==> src/rtl/core/ofnl_pkg.sv <==
`timescale 1ns / 1ps
package ofnl_pkg;

	localparam int unsigned LEAF_CAPACITY_DEF = 4096;
	localparam int unsigned MAX_LEVEL = 10;
	localparam int unsigned KEY_W = 64;
	localparam int unsigned IDX_W = 12;
	localparam int unsigned GRID_W = 11;
	localparam int unsigned NFINE = 4;

	localparam logic [1:0] CMD_CLEAR = 2'd0;
	localparam logic [1:0] CMD_INSERT = 2'd1;
	localparam logic [1:0] CMD_QUERY = 2'd2;

	localparam logic [2:0] KIND_DONE = 3'd0;
	localparam logic [2:0] KIND_FULL = 3'd1;
	localparam logic [2:0] KIND_OOG = 3'd2;
	localparam logic [2:0] KIND_SAME = 3'd3;
	localparam logic [2:0] KIND_COARSER = 3'd4;
	localparam logic [2:0] KIND_FINER = 3'd5;
	localparam logic [2:0] KIND_NONE = 3'd6;

	localparam logic [1:0] REG_GRID_X = 2'd0;
	localparam logic [1:0] REG_GRID_Y = 2'd1;
	localparam logic [1:0] REG_GRID_Z = 2'd2;

	typedef enum logic [2:0] {
		ST_IDLE,
		ST_SETUP,
		ST_SCAN,
		ST_DRAIN,
		ST_EVAL
	} state_t;

	// probe keys for one request, built ahead of the store scan
	typedef struct packed {
		logic [KEY_W-1:0] same_key;
		logic [MAX_LEVEL-1:0][KEY_W-1:0] coarse_key;
		logic [MAX_LEVEL-1:0] coarse_en;
		logic [NFINE-1:0][KEY_W-1:0] fine_key;
		logic fine_en;
		logic reject;
	} cand_t;

	function automatic logic [KEY_W-1:0] pack_key(
		input logic [9:0] bi, input logic [9:0] bj, input logic [9:0] bk,
		input logic [3:0] lv,
		input logic [9:0] si, input logic [9:0] sj, input logic [9:0] sk);
		pack_key = {bi, bj, bk, lv, si, sj, sk};
	endfunction

endpackage

==> src/rtl/core/ofnl_cand.sv <==
`timescale 1ns / 1ps
module ofnl_cand import ofnl_pkg::*; (
	input  logic [1:0]        command,
	input  logic [9:0]        base_i,
	input  logic [9:0]        base_j,
	input  logic [9:0]        base_k,
	input  logic [3:0]        leaf_level,
	input  logic [9:0]        sub_i,
	input  logic [9:0]        sub_j,
	input  logic [9:0]        sub_k,
	input  logic [2:0]        direction,
	input  logic [GRID_W-1:0] grid_x,
	input  logic [GRID_W-1:0] grid_y,
	input  logic [GRID_W-1:0] grid_z,
	output cand_t             cand
);

	logic [10:0] mask_w;
	logic [9:0]  mask;
	logic [2:0][9:0]  sv;
	logic [2:0][10:0] bv;
	logic [2:0][GRID_W-1:0] grid;
	logic [2:0][9:0]  fp;
	logic [2:0][9:0]  cs;
	logic [1:0] ax, axd, axa;
	logic [3:0] sh;
	logic under, oog, offd, bitv;

	always_comb begin
		cand = '0;
		mask_w = (11'd1 << leaf_level) - 11'd1;
		mask = mask_w[9:0];
		sv[0] = sub_i & mask;
		sv[1] = sub_j & mask;
		sv[2] = sub_k & mask;
		bv[0] = {1'b0, base_i};
		bv[1] = {1'b0, base_j};
		bv[2] = {1'b0, base_k};
		grid[0] = grid_x;
		grid[1] = grid_y;
		grid[2] = grid_z;
		case (direction[2:1])
			2'd0: begin
				ax = 2'd2;
				axd = 2'd2;
				axa = 2'd0;
			end
			2'd1: begin
				ax = 2'd1;
				axd = 2'd1;
				axa = 2'd0;
			end
			default: begin
				ax = 2'd0;
				axd = 2'd0;
				axa = 2'd1;
			end
		endcase
		under = 1'b0;
		// one cell step along the normal, carrying into or borrowing from the adjacent base cell
		if (direction[0]) begin
			if (sv[ax] == mask) begin
				sv[ax] = '0;
				bv[ax] = bv[ax] + 11'd1;
			end else begin
				sv[ax] = sv[ax] + 10'd1;
			end
		end else begin
			if (sv[ax] == '0) begin
				sv[ax] = mask;
				if (bv[ax] == '0) under = 1'b1;
				else bv[ax] = bv[ax] - 11'd1;
			end else begin
				sv[ax] = sv[ax] - 10'd1;
			end
		end
		oog = under;
		for (int a = 0; a < 3; a++) begin
			if (bv[a] >= grid[a]) oog = 1'b1;
		end
		cand.reject = (leaf_level > 4'(MAX_LEVEL)) || (direction > 3'd5) || oog;
		cand.same_key = pack_key(bv[0][9:0], bv[1][9:0], bv[2][9:0], leaf_level,
			sv[0], sv[1], sv[2]);
		sh = '0;
		cs = '0;
		for (int m = 0; m < MAX_LEVEL; m++) begin
			sh = leaf_level - 4'(m);
			for (int a = 0; a < 3; a++) cs[a] = sv[a] >> sh;
			cand.coarse_en[m] = 4'(m) < leaf_level;
			cand.coarse_key[m] = pack_key(bv[0][9:0], bv[1][9:0], bv[2][9:0], 4'(m),
				cs[0], cs[1], cs[2]);
		end
		// face children one level down, on the side facing the query leaf
		offd = ~direction[0];
		cand.fine_en = leaf_level < 4'(MAX_LEVEL);
		fp = '0;
		bitv = 1'b0;
		for (int q = 0; q < NFINE; q++) begin
			for (int a = 0; a < 3; a++) begin
				if (2'(a) == axd) bitv = offd;
				else if (2'(a) == axa) bitv = q[0];
				else bitv = q[1];
				fp[a] = {sv[a][8:0], bitv};
			end
			cand.fine_key[q] = pack_key(bv[0][9:0], bv[1][9:0], bv[2][9:0],
				leaf_level + 4'd1, fp[0], fp[1], fp[2]);
		end
		if (command == CMD_INSERT) begin
			cand.same_key = pack_key(base_i, base_j, base_k, leaf_level, sub_i, sub_j, sub_k);
			cand.coarse_en = '0;
			cand.fine_en = 1'b0;
			cand.reject = 1'b0;
		end
	end

endmodule

==> config.mk <==
export PLATFORM = sky130hd
export DESIGN_NAME = ofnl_cand
export DESIGN_NICKNAME = d
export VERILOG_FILES = /design/src/rtl/core/ofnl_pkg.sv /design/src/rtl/core/ofnl_cand.sv
export SDC_FILE = /design/constraint.sdc
export NUM_CORES = 1
export LEC_CHECK = 0
export BUFFER_PORTS_ARGS = -buffer_cell sky130_fd_sc_hd__buf_2
export CAP_MARGIN = 0
export CORE_AREA = 2 2 423 425
export DETAILED_ROUTE_END_ITERATION = 10
export DIE_AREA = 0 0 425 427
export GPL_ROUTABILITY_DRIVEN = 0
export PLACE_DENSITY = 0.36
export SLEW_MARGIN = 20
export SYNTH_ARGS = -nofsm -noshare
export SYNTH_HDL_FRONTEND = slang
export SYNTH_SLANG_ARGS = --single-unit
export TNS_END_PERCENT = 100
==> constraint.sdc <==
create_clock -name vclk -period 10.4
set_input_delay 1.04 -clock vclk [all_inputs]
set_output_delay 1.04 -clock vclk [all_outputs]
set_load 0.05 [all_outputs]
Word level (Yosys, flattened, before mapping)
Cells that the tools add are included.

cells by class
  $add $sub $neg = 15
  multipliers = 0
  div/mod/pow operators = 0
  $lt $le $gt $ge = 18
  equality and inequality tests = 7
  shifts and indexed selects = 31
  multiplexer cells = 49
  bitwise gates (word level) = 6
  reduce and logical (&&, ||, !) cells = 9

operator list
  kind                     number
  $shr A10 B4 Y10          30
  $mux W33                 4
  $bwmux W30               3
  $mux W30                 3
  $bwmux W33               2
  $mux W64                 1
  $ge A11 B11 Y1           3
  $and A10 B10 Y10         3
  $and A30 B30 Y30         1
  $mux W10                 3
  $not A30 Y30             1
  $mux W1                  25
  $bmux W11 S2             1
  $demux W11 S2            1
  $mux W11                 2
  $bmux W10 S2             1
  $demux W10 S2            1
  $sub A10 B1 Y10 const B  2
  $lt A3 B4 Y1 const A     4
  $sub A4 B3 Y4 const B    4
  $add A11 B1 Y11 const B  1
  $logic_not A11 Y1        1
  $sub A11 B1 Y11 const B  1
  $add A10 B1 Y10 const B  1
  25 further kinds         36

word-level totals
  register bits = 0
  latch bits = 0
  bits in writable memories = 0
  ROM bits = 0
  word-level logic and storage cells = 135
  memories kept = 0

Longest topological paths before layout
Gate-level depths: netlist of the first run.

  word-level depth = 16
  gate-level depth with buffers = 30
  mapped depth without buffers = 24

Least setup slack after synthesis of the first run
OpenSTA, ideal clock, no wires.

  path type = input-to-output
  from = in leaf_level[0]
  to = out cand[0] in the netlist's numbering
  arrival time = 9424 ps
  setup slack = -64 ps
  stages = 29
  path buffers = 6
  cells stage by stage = inv_2 buf_1 buf_1 clkbuf_1 ha_1 or3b_1 buf_2 ha_1 a211o_1 ha_1 inv_1 a221oi_2 and3_1 buf_2 o211a_1 and2_1 buf_2 o311ai_1 ha_1 nor2b_1 o21a_1 o21a_1 o21a_1 o21a_1 o21ai_0 nand2b_1 a21oi_1 o22a_1 a21oi_1

RTL lines
  what             line             source
  start, declared  ofnl_cand.sv:7   input logic [3:0] leaf_level,
  end, declared    ofnl_cand.sv:15  output cand_t cand

==> results.txt, run 1 <==
----------------------------------------------------
[Layout]
  Count of clock buffers in the final design ... 0
  # fillers ... 20984
  Final #Nets ... 2964
  Footprint of the flip-flops and latches ... 0 um^2
  Sequential cell count of the final layout ... 0
  Area Growth Syn to Fin ... 28.9%
  Layout cell share with drive strength beyond 1 ... 45.2%

[Worst setup path]
  Worst setup path startpoint ... leaf_level[1]
  Critical path fanouts, max ... 16
  Nature of the critical path startpoint ... input port
  Data arrival at the endpoint of the critical path ... 8600 ps
  Setup CP Type ... input port to output port
  Req. time, crit path ... 9360 ps
  Kind of end point of the critical path ... output port

[GRT]
  Maximum number of pins on one net before global-route repair ... 59
  Aggregate global routing overflow ... 0
  Wire length of the first global-routing pass ... 190000 um
  Number of global-route vias before repair ... 18555
  Number of antenna violations at the first check in global routing ... 66
  Global router's overall resource usage ... 15.4%

[Synth]
  Cell type with the highest aggregate area in the netlist ... sky130_fd_sc_hd__buf_4
  Share of the synthesized area in the top cell type ... 26.4%
  Number of different library cells in the post-synthesis netlist ... 106
  Mean cell area of the mapped netlist ... 6.51 um^2
  Sequential area share after synthesis ... 0%
  Largest cells by area after synthesis ... sky130_fd_sc_hd__buf_4 (26%), sky130_fd_sc_hd__nor2_1 (7.5%), sky130_fd_sc_hd__ha_1 (4.5%)
  Warning count from the yosys run ... 0
  Post-Synthesis Cell Area ... 0.0152 mm^2
  Gate count of the mapped netlist ... 2344

[Outcome]
  Run status ... completed

[Detailed routing]
  Routed Wire Length ... 151000 um
  DRT Pass-1 Iters ... 8
  Avg WL per Cell ... 29.2 um
  Number of remaining DRC errors ... 0
  Mean number of vias per cell ... 4.02
  Detailed-route via count ... 20777
  DR iter-0 viols ... 2315
  Number of routed nets with antenna violations ... 0

[Clocking]
  Setup repair bufs after CTS ... 0
  CTS Hold Buffers Added ... 0
  CTS resizes ... 0

[Timing]
  Final period demand of the worst path ... 9640 ps
  Count of final hold-check violations ... 0
  Final Max Slew Viols ... 0
  Tightest hold margin ... 2500 ps
  Slew at the pin with the worst max-slew slack ... 1180 ps
  Slew Limit Headroom ... 20.6%
  Unrepaired setup endpoints after global routing ... no
  Maximum clock frequency ... 0.104 GHz
  # setup viols final ... 0
  Setup Total Neg Slack ... 0 ps
  Part of the cycle the worst path needs ... 92.7%

[Place]
  PortBufs ... 1034
  HPWL after detailed placement ... 128000 um

[Floorplanning]
  Initial core utilization ... 8.60%
  Core footprint ... 0.177 mm^2
  Die area ... 0.181 mm^2
  Height of the die ... 427 um
  Horiz. Die Dim ... 425 um
  Count of pins on the block boundary ... 1074
  Row count ... 155

[Worst hold path]
  Min-Delay Endpoint ... cand[940]
  Startpoint of the lowest-slack hold path ... leaf_level[2]
  Worst hold path cell count ... 2
  Hold WC Path Type ... input port to output port

[Job]
  Max capacitance violation total ... 0

----------------------------------------------------
synthesized netlist by cell type (8+ instances only):
cell	count
sky130_fd_sc_hd__a211o_1	12
sky130_fd_sc_hd__a211oi_1	28
sky130_fd_sc_hd__a21o_1	16
sky130_fd_sc_hd__a21oi_1	110
sky130_fd_sc_hd__a221o_1	8
sky130_fd_sc_hd__a221oi_1	17
sky130_fd_sc_hd__a22oi_1	17
sky130_fd_sc_hd__a31oi_1	28
sky130_fd_sc_hd__and2_1	13
sky130_fd_sc_hd__and3_1	13
sky130_fd_sc_hd__buf_1	10
sky130_fd_sc_hd__buf_2	24
sky130_fd_sc_hd__buf_4	537
sky130_fd_sc_hd__clkbuf_1	97
sky130_fd_sc_hd__ha_1	55
sky130_fd_sc_hd__inv_1	73
sky130_fd_sc_hd__inv_2	13
sky130_fd_sc_hd__mux2_2	37
sky130_fd_sc_hd__mux2i_1	57
sky130_fd_sc_hd__mux4_2	12
sky130_fd_sc_hd__nand2_1	183
sky130_fd_sc_hd__nand2b_1	8
sky130_fd_sc_hd__nand3_1	67
sky130_fd_sc_hd__nand4_1	23
sky130_fd_sc_hd__nor2_1	306
sky130_fd_sc_hd__nor2_2	11
sky130_fd_sc_hd__nor2b_1	12
sky130_fd_sc_hd__nor3_1	34
sky130_fd_sc_hd__nor4_1	10
sky130_fd_sc_hd__o211ai_1	35
sky130_fd_sc_hd__o21a_1	23
sky130_fd_sc_hd__o21ai_0	72
sky130_fd_sc_hd__o21ai_1	26
sky130_fd_sc_hd__o221a_2	12
sky130_fd_sc_hd__o221ai_1	30
sky130_fd_sc_hd__o22a_1	8
sky130_fd_sc_hd__o22ai_1	105
sky130_fd_sc_hd__o31ai_1	10
sky130_fd_sc_hd__o32ai_1	11
sky130_fd_sc_hd__xnor2_1	26
sky130_fd_sc_hd__xor2_1	11
worst max-delay path, cell delays in order:
cell and delay, ps:
sky130_fd_sc_hd__buf_2 130, sky130_fd_sc_hd__clkinv_1 90, sky130_fd_sc_hd__ha_2 380, sky130_fd_sc_hd__or3b_1 590, sky130_fd_sc_hd__ha_1 460, sky130_fd_sc_hd__a211o_1 190, sky130_fd_sc_hd__ha_1 260, sky130_fd_sc_hd__inv_1 150
sky130_fd_sc_hd__a221oi_2 360, sky130_fd_sc_hd__and3_1 620, sky130_fd_sc_hd__o211a_1 500, sky130_fd_sc_hd__and2_1 570, sky130_fd_sc_hd__mux2i_1 180, sky130_fd_sc_hd__mux2i_2 750, sky130_fd_sc_hd__ha_1 390, sky130_fd_sc_hd__o21a_1 120
sky130_fd_sc_hd__o21a_1 160, sky130_fd_sc_hd__o21a_1 160, sky130_fd_sc_hd__o21a_1 150, sky130_fd_sc_hd__o21ai_0 160, sky130_fd_sc_hd__nand2b_1 90, sky130_fd_sc_hd__a21oi_1 370, sky130_fd_sc_hd__o22a_1 200, sky130_fd_sc_hd__a21oi_1 190
sky130_fd_sc_hd__buf_2 300
per-layer routing:
| metal | wire (um) | part of all wire, % | track usage (%) | up-vias |
|---|---|---|---|---|
| met4 | 4940 | 3.3 | 3.65 | 4 |
| met3 | 10700 | 7.1 | 2.32 | 252 |
| met2 | 78400 | 52 | 28.9 | 1421 |
| li1 | - | - | - | 8812 |
| met5 | 27 | 0.018 | 0 | - |
| met1 | 57000 | 38 | 18.2 | 10288 |
through the flow:
step	setup slack, ps	cell area [um^2]	cells	utilization (%)
6_report	763	19700	5172	11.1
5_1_grt	485	19600	5161	11.1
4_1_cts	801	19600	5160	11.1
3_5_place_dp	833	19600	5160	11.1
3_3_place_gp	996	19600	5160	11.1
2_1_floorplan	8.64	15400	2382	-
layout make-up:
class | count | area, um^2 | share of cell area [%]
inverter | 91 | 342 | 1.74
multi-input combinational | 1619 | 10700 | 54.4
timing repair buffer | 1095 | 5640 | 28.7
antenna | 12 | 30.0 | 0.153
tap | 2355 | 2950 | 15.0
worst max path at each step:
stage / end / depth (start not counted)
after floorplan: cand[0] / 27
after global routing: cand[0] / 25
after CTS: cand[0] / 25
final: cand[0] / 25
after global placement: cand[0] / 25
after detailed placement: cand[0] / 25
cells by family after synthesis:
family	after synthesis	share of synthesized area, %
mux	111	8.73
xor+xnor	37	2.13
compound gates	661	30.9
fa+ha+maj	55	4.51
buf+inv	763	32.4
simple gates	715	21.3
other cells	2	0.0493
cell usage in the layout, fill, tap and decap left out, types with 24 or more instances in the layout:
cell type | netlist | routed
sky130_fd_sc_hd__conb_1 | 2 | 40
sky130_fd_sc_hd__o22ai_1 | 105 | 105
sky130_fd_sc_hd__nor2_1 | 306 | 305
sky130_fd_sc_hd__a31oi_1 | 28 | 28
sky130_fd_sc_hd__o21ai_1 | 26 | 26
sky130_fd_sc_hd__nor3_1 | 34 | 33
sky130_fd_sc_hd__a211oi_1 | 28 | 24
sky130_fd_sc_hd__nand2_1 | 183 | 183
sky130_fd_sc_hd__buf_4 | 537 | 62
sky130_fd_sc_hd__ha_1 | 55 | 54
sky130_fd_sc_hd__a21oi_1 | 110 | 109
sky130_fd_sc_hd__mux2i_1 | 57 | 52
sky130_fd_sc_hd__xnor2_1 | 26 | 25
sky130_fd_sc_hd__o221ai_1 | 30 | 28
sky130_fd_sc_hd__o21ai_0 | 72 | 72
sky130_fd_sc_hd__o211ai_1 | 35 | 35
sky130_fd_sc_hd__inv_1 | 73 | 73
sky130_fd_sc_hd__mux2_2 | 37 | 37
sky130_fd_sc_hd__buf_2 | 24 | 1033
sky130_fd_sc_hd__nand3_1 | 67 | 67
==> run 2: changes to the inputs <==
Settings changed: CORE_AREA 2 2 423 425 to 2 2 417 419, DIE_AREA 0 0 425 427 to 0 0 419 421.
==> run 2 against run 1 <==
Effect of this change:
- final area shrank 0.29%
- critical path type unchanged
- sequential share of layout area is the same
- first-iteration DRC count grew 7.8%
- worst setup slack better by 500 ps
- global-route usage increased by 0.81 points
- via count up 1.9%
==> results.txt, run 2 (synthesized netlist as in run 1, its figures left out) <==
----------------------------------------------------
[Timing]
  Part of the cycle the worst path needs ... 87.9% (-4.8 points)
  Final Max Slew Viols ... 0 (unchanged)
  Count of final hold-check violations ... 0 (unchanged)
  Tightest hold margin ... 2570 ps (+73.9 ps)
  Final period demand of the worst path ... 9140 ps (-495 ps)
  Slew Limit Headroom ... 19.9% (-0.67 points)
  Slew at the pin with the worst max-slew slack ... 1190 ps (+8.89 ps)
  # setup viols final ... 0 (unchanged)
  Unrepaired setup endpoints after global routing ... no
  Setup Total Neg Slack ... 0 ps (unchanged)
  Maximum clock frequency ... 0.109 GHz (+5.4%)

[Power]
  Switching power as a share of total power ... 81.9%
  NetSw ... 0.00221 W
  Portion of total power attributed to combinational logic ... 100.0%
  Share of total power in sequential cells ... 0%
  Internal power consumption ... 0.000490 W
  Highest ir drop seen on vdd ... 0.0541 mV
  Clk network pwr share ... 0%
  Static leakage ... 9.11 nW
  Pwr per Cell Area ... 138 mW/mm^2

[Clocking]
  Setup repair bufs after CTS ... 0 (unchanged)
  CTS Hold Buffers Added ... 0 (unchanged)
  CTS resizes ... 0 (unchanged)

[Worst setup path]
  Maximum single-stage delay on the critical path ... 570 ps (-180 ps)
  Data arrival at the endpoint of the critical path ... 8100 ps (-500 ps)
  Critical path fanouts, max ... 43 (+27)
  CP bufs+invs ... 4 (unchanged)
  Cell family with most CP delay ... compound AO/OA/AOI/OAI gates
  Kind of end point of the critical path ... output port
  Req. time, crit path ... 9360 ps (about the same)
  Nature of the critical path startpoint ... input port
  Setup CP Type ... input port to output port
  Cell with the biggest individual delay on the critical path ... sky130_fd_sc_hd__or3b_1

[GRT]
  Number of global-route vias before repair ... 18322 (-1.3%)
  Aggregate global routing overflow ... 0 (unchanged)
  Maximum number of pins on one net before global-route repair ... 57 (-3.4%)
  Global router's overall resource usage ... 16.2% (+0.81 points)
  Wire length of the first global-routing pass ... 193000 um (+1.7%)
  Number of antenna violations at the first check in global routing ... 62 (-6.1%)

[Layout]
  Leading cell types in the layout, fill and taps excluded ... sky130_fd_sc_hd__buf_2 (1034), sky130_fd_sc_hd__nor2_1 (306), sky130_fd_sc_hd__nand2_1 (183)
  Final #Nets ... 2965 (+0.034%)
  Layout cell share with drive strength beyond 1 ... 45.2% (about the same)
  Most common cell after layout, fill and taps aside ... sky130_fd_sc_hd__buf_2
  Sequential cell count of the final layout ... 0 (unchanged)
  Footprint of the flip-flops and latches ... 0 um^2 (unchanged)
  Count of clock buffers in the final design ... 0 (unchanged)
  Post-route cell area ... 0.0196 mm^2 (-0.29%)
  Finished Layout Cells ... 5135 (-0.72%)
  Area Growth Syn to Fin ... 28.5%

[Detailed routing]
  DRT Pass-1 Iters ... 6 (-2)
  Avg WL per Cell ... 29.9 um (+2.2%)
  Detailed-route via count ... 21175 (+1.9%)
  Routed Wire Length ... 153000 um (+1.5%)
  Mean number of vias per cell ... 4.12 (+2.6%)
  Number of routed nets with antenna violations ... 0 (unchanged)
  DR iter-0 viols ... 2496 (+7.8%)
  Number of remaining DRC errors ... 0 (unchanged)

[Place]
  PortBufs ... 1034 (unchanged)
  Cell count after placement ... 5131 (-0.56%)
  DP Area ... 0.0196 mm^2 (-0.16%)
  HPWL after detailed placement ... 132000 um (+3.1%)

[Worst hold path]
  Hold WC Path Type ... input port to output port

[Floorplanning]
  Height of the die ... 421 um (-1.4%)
  Row count ... 153 (-1.3%)
  Count of pins on the block boundary ... 1074 (unchanged)
  Horiz. Die Dim ... 419 um (-1.4%)
  Die area ... 0.176 mm^2 (-2.8%)
  Initial core utilization ... 8.84% (+0.24 points)
  Core footprint ... 0.172 mm^2 (-2.7%)

[Job]
  Max capacitance violation total ... 0 (unchanged)

[Outcome]
  Run status ... completed

----------------------------------------------------
[run 2: changes by cell type in the layout (fill, tap and decap cells not counted), moves of 2 or more]
cell,delta
sky130_fd_sc_hd__diode_2,-8
sky130_fd_sc_hd__a221oi_4,-2
sky130_fd_sc_hd__o221ai_2,-2
sky130_fd_sc_hd__a221oi_2,+2
sky130_fd_sc_hd__o221ai_4,+2
[run 2: layer usage]
metal | up-vias | share of wire, % | track usage [%]
met4 | 24 | 3.3 | 3.72
li1 | 8823 | - | -
met2 | 1531 | 52 | 30.3
met1 | 10532 | 37 | 18.8
met5 | - | 0.11 | 0
met3 | 265 | 8.3 | 3.06
[run 2: metrics by stage]
stage / utilization (%) / power [W] / setup WS (ps)
floorplan: - / 0.00199 / 8.64
global placement: 11.4 / 0.00269 / 1310
detailed placement: 11.4 / 0.00268 / 1340
CTS: 11.4 / 0.00269 / 1300
global route: 11.4 / 0.00277 / 796
finish: 11.4 / 0.00270 / 1260
[run 2: worst paths after layout]
check / from / endpoint / slack [ps] / depth (start not counted)
hold / removal: base_i[0] / cand[962] / 2570 / 3
setup / recovery: leaf_level[0] / cand[0] / 1260 / 25
[run 2: final cells by class]
type	count	area, um^2
antenna	4	10.0
fill	20444	153000
inverter	91	342
multi-input combinational	1619	10700
tap	2325	2910
timing repair buffer	1096	5640
[run 2: power groups by stage]
| stage | registers (W) | clock network [W] | logic [W] |
|---|---|---|---|
| floorplan | 0 | 0 | 0.00199 |
| global placement | 0 | 0 | 0.00269 |
| detailed placement | 0 | 0 | 0.00268 |
| CTS | 0 | 0 | 0.00269 |
| global route | 0 | 0.0000000000130 | 0.00277 |
| finish | 0 | 0.000000000110 | 0.00270 |
Note: power is estimated with default switching activity, not from simulation.
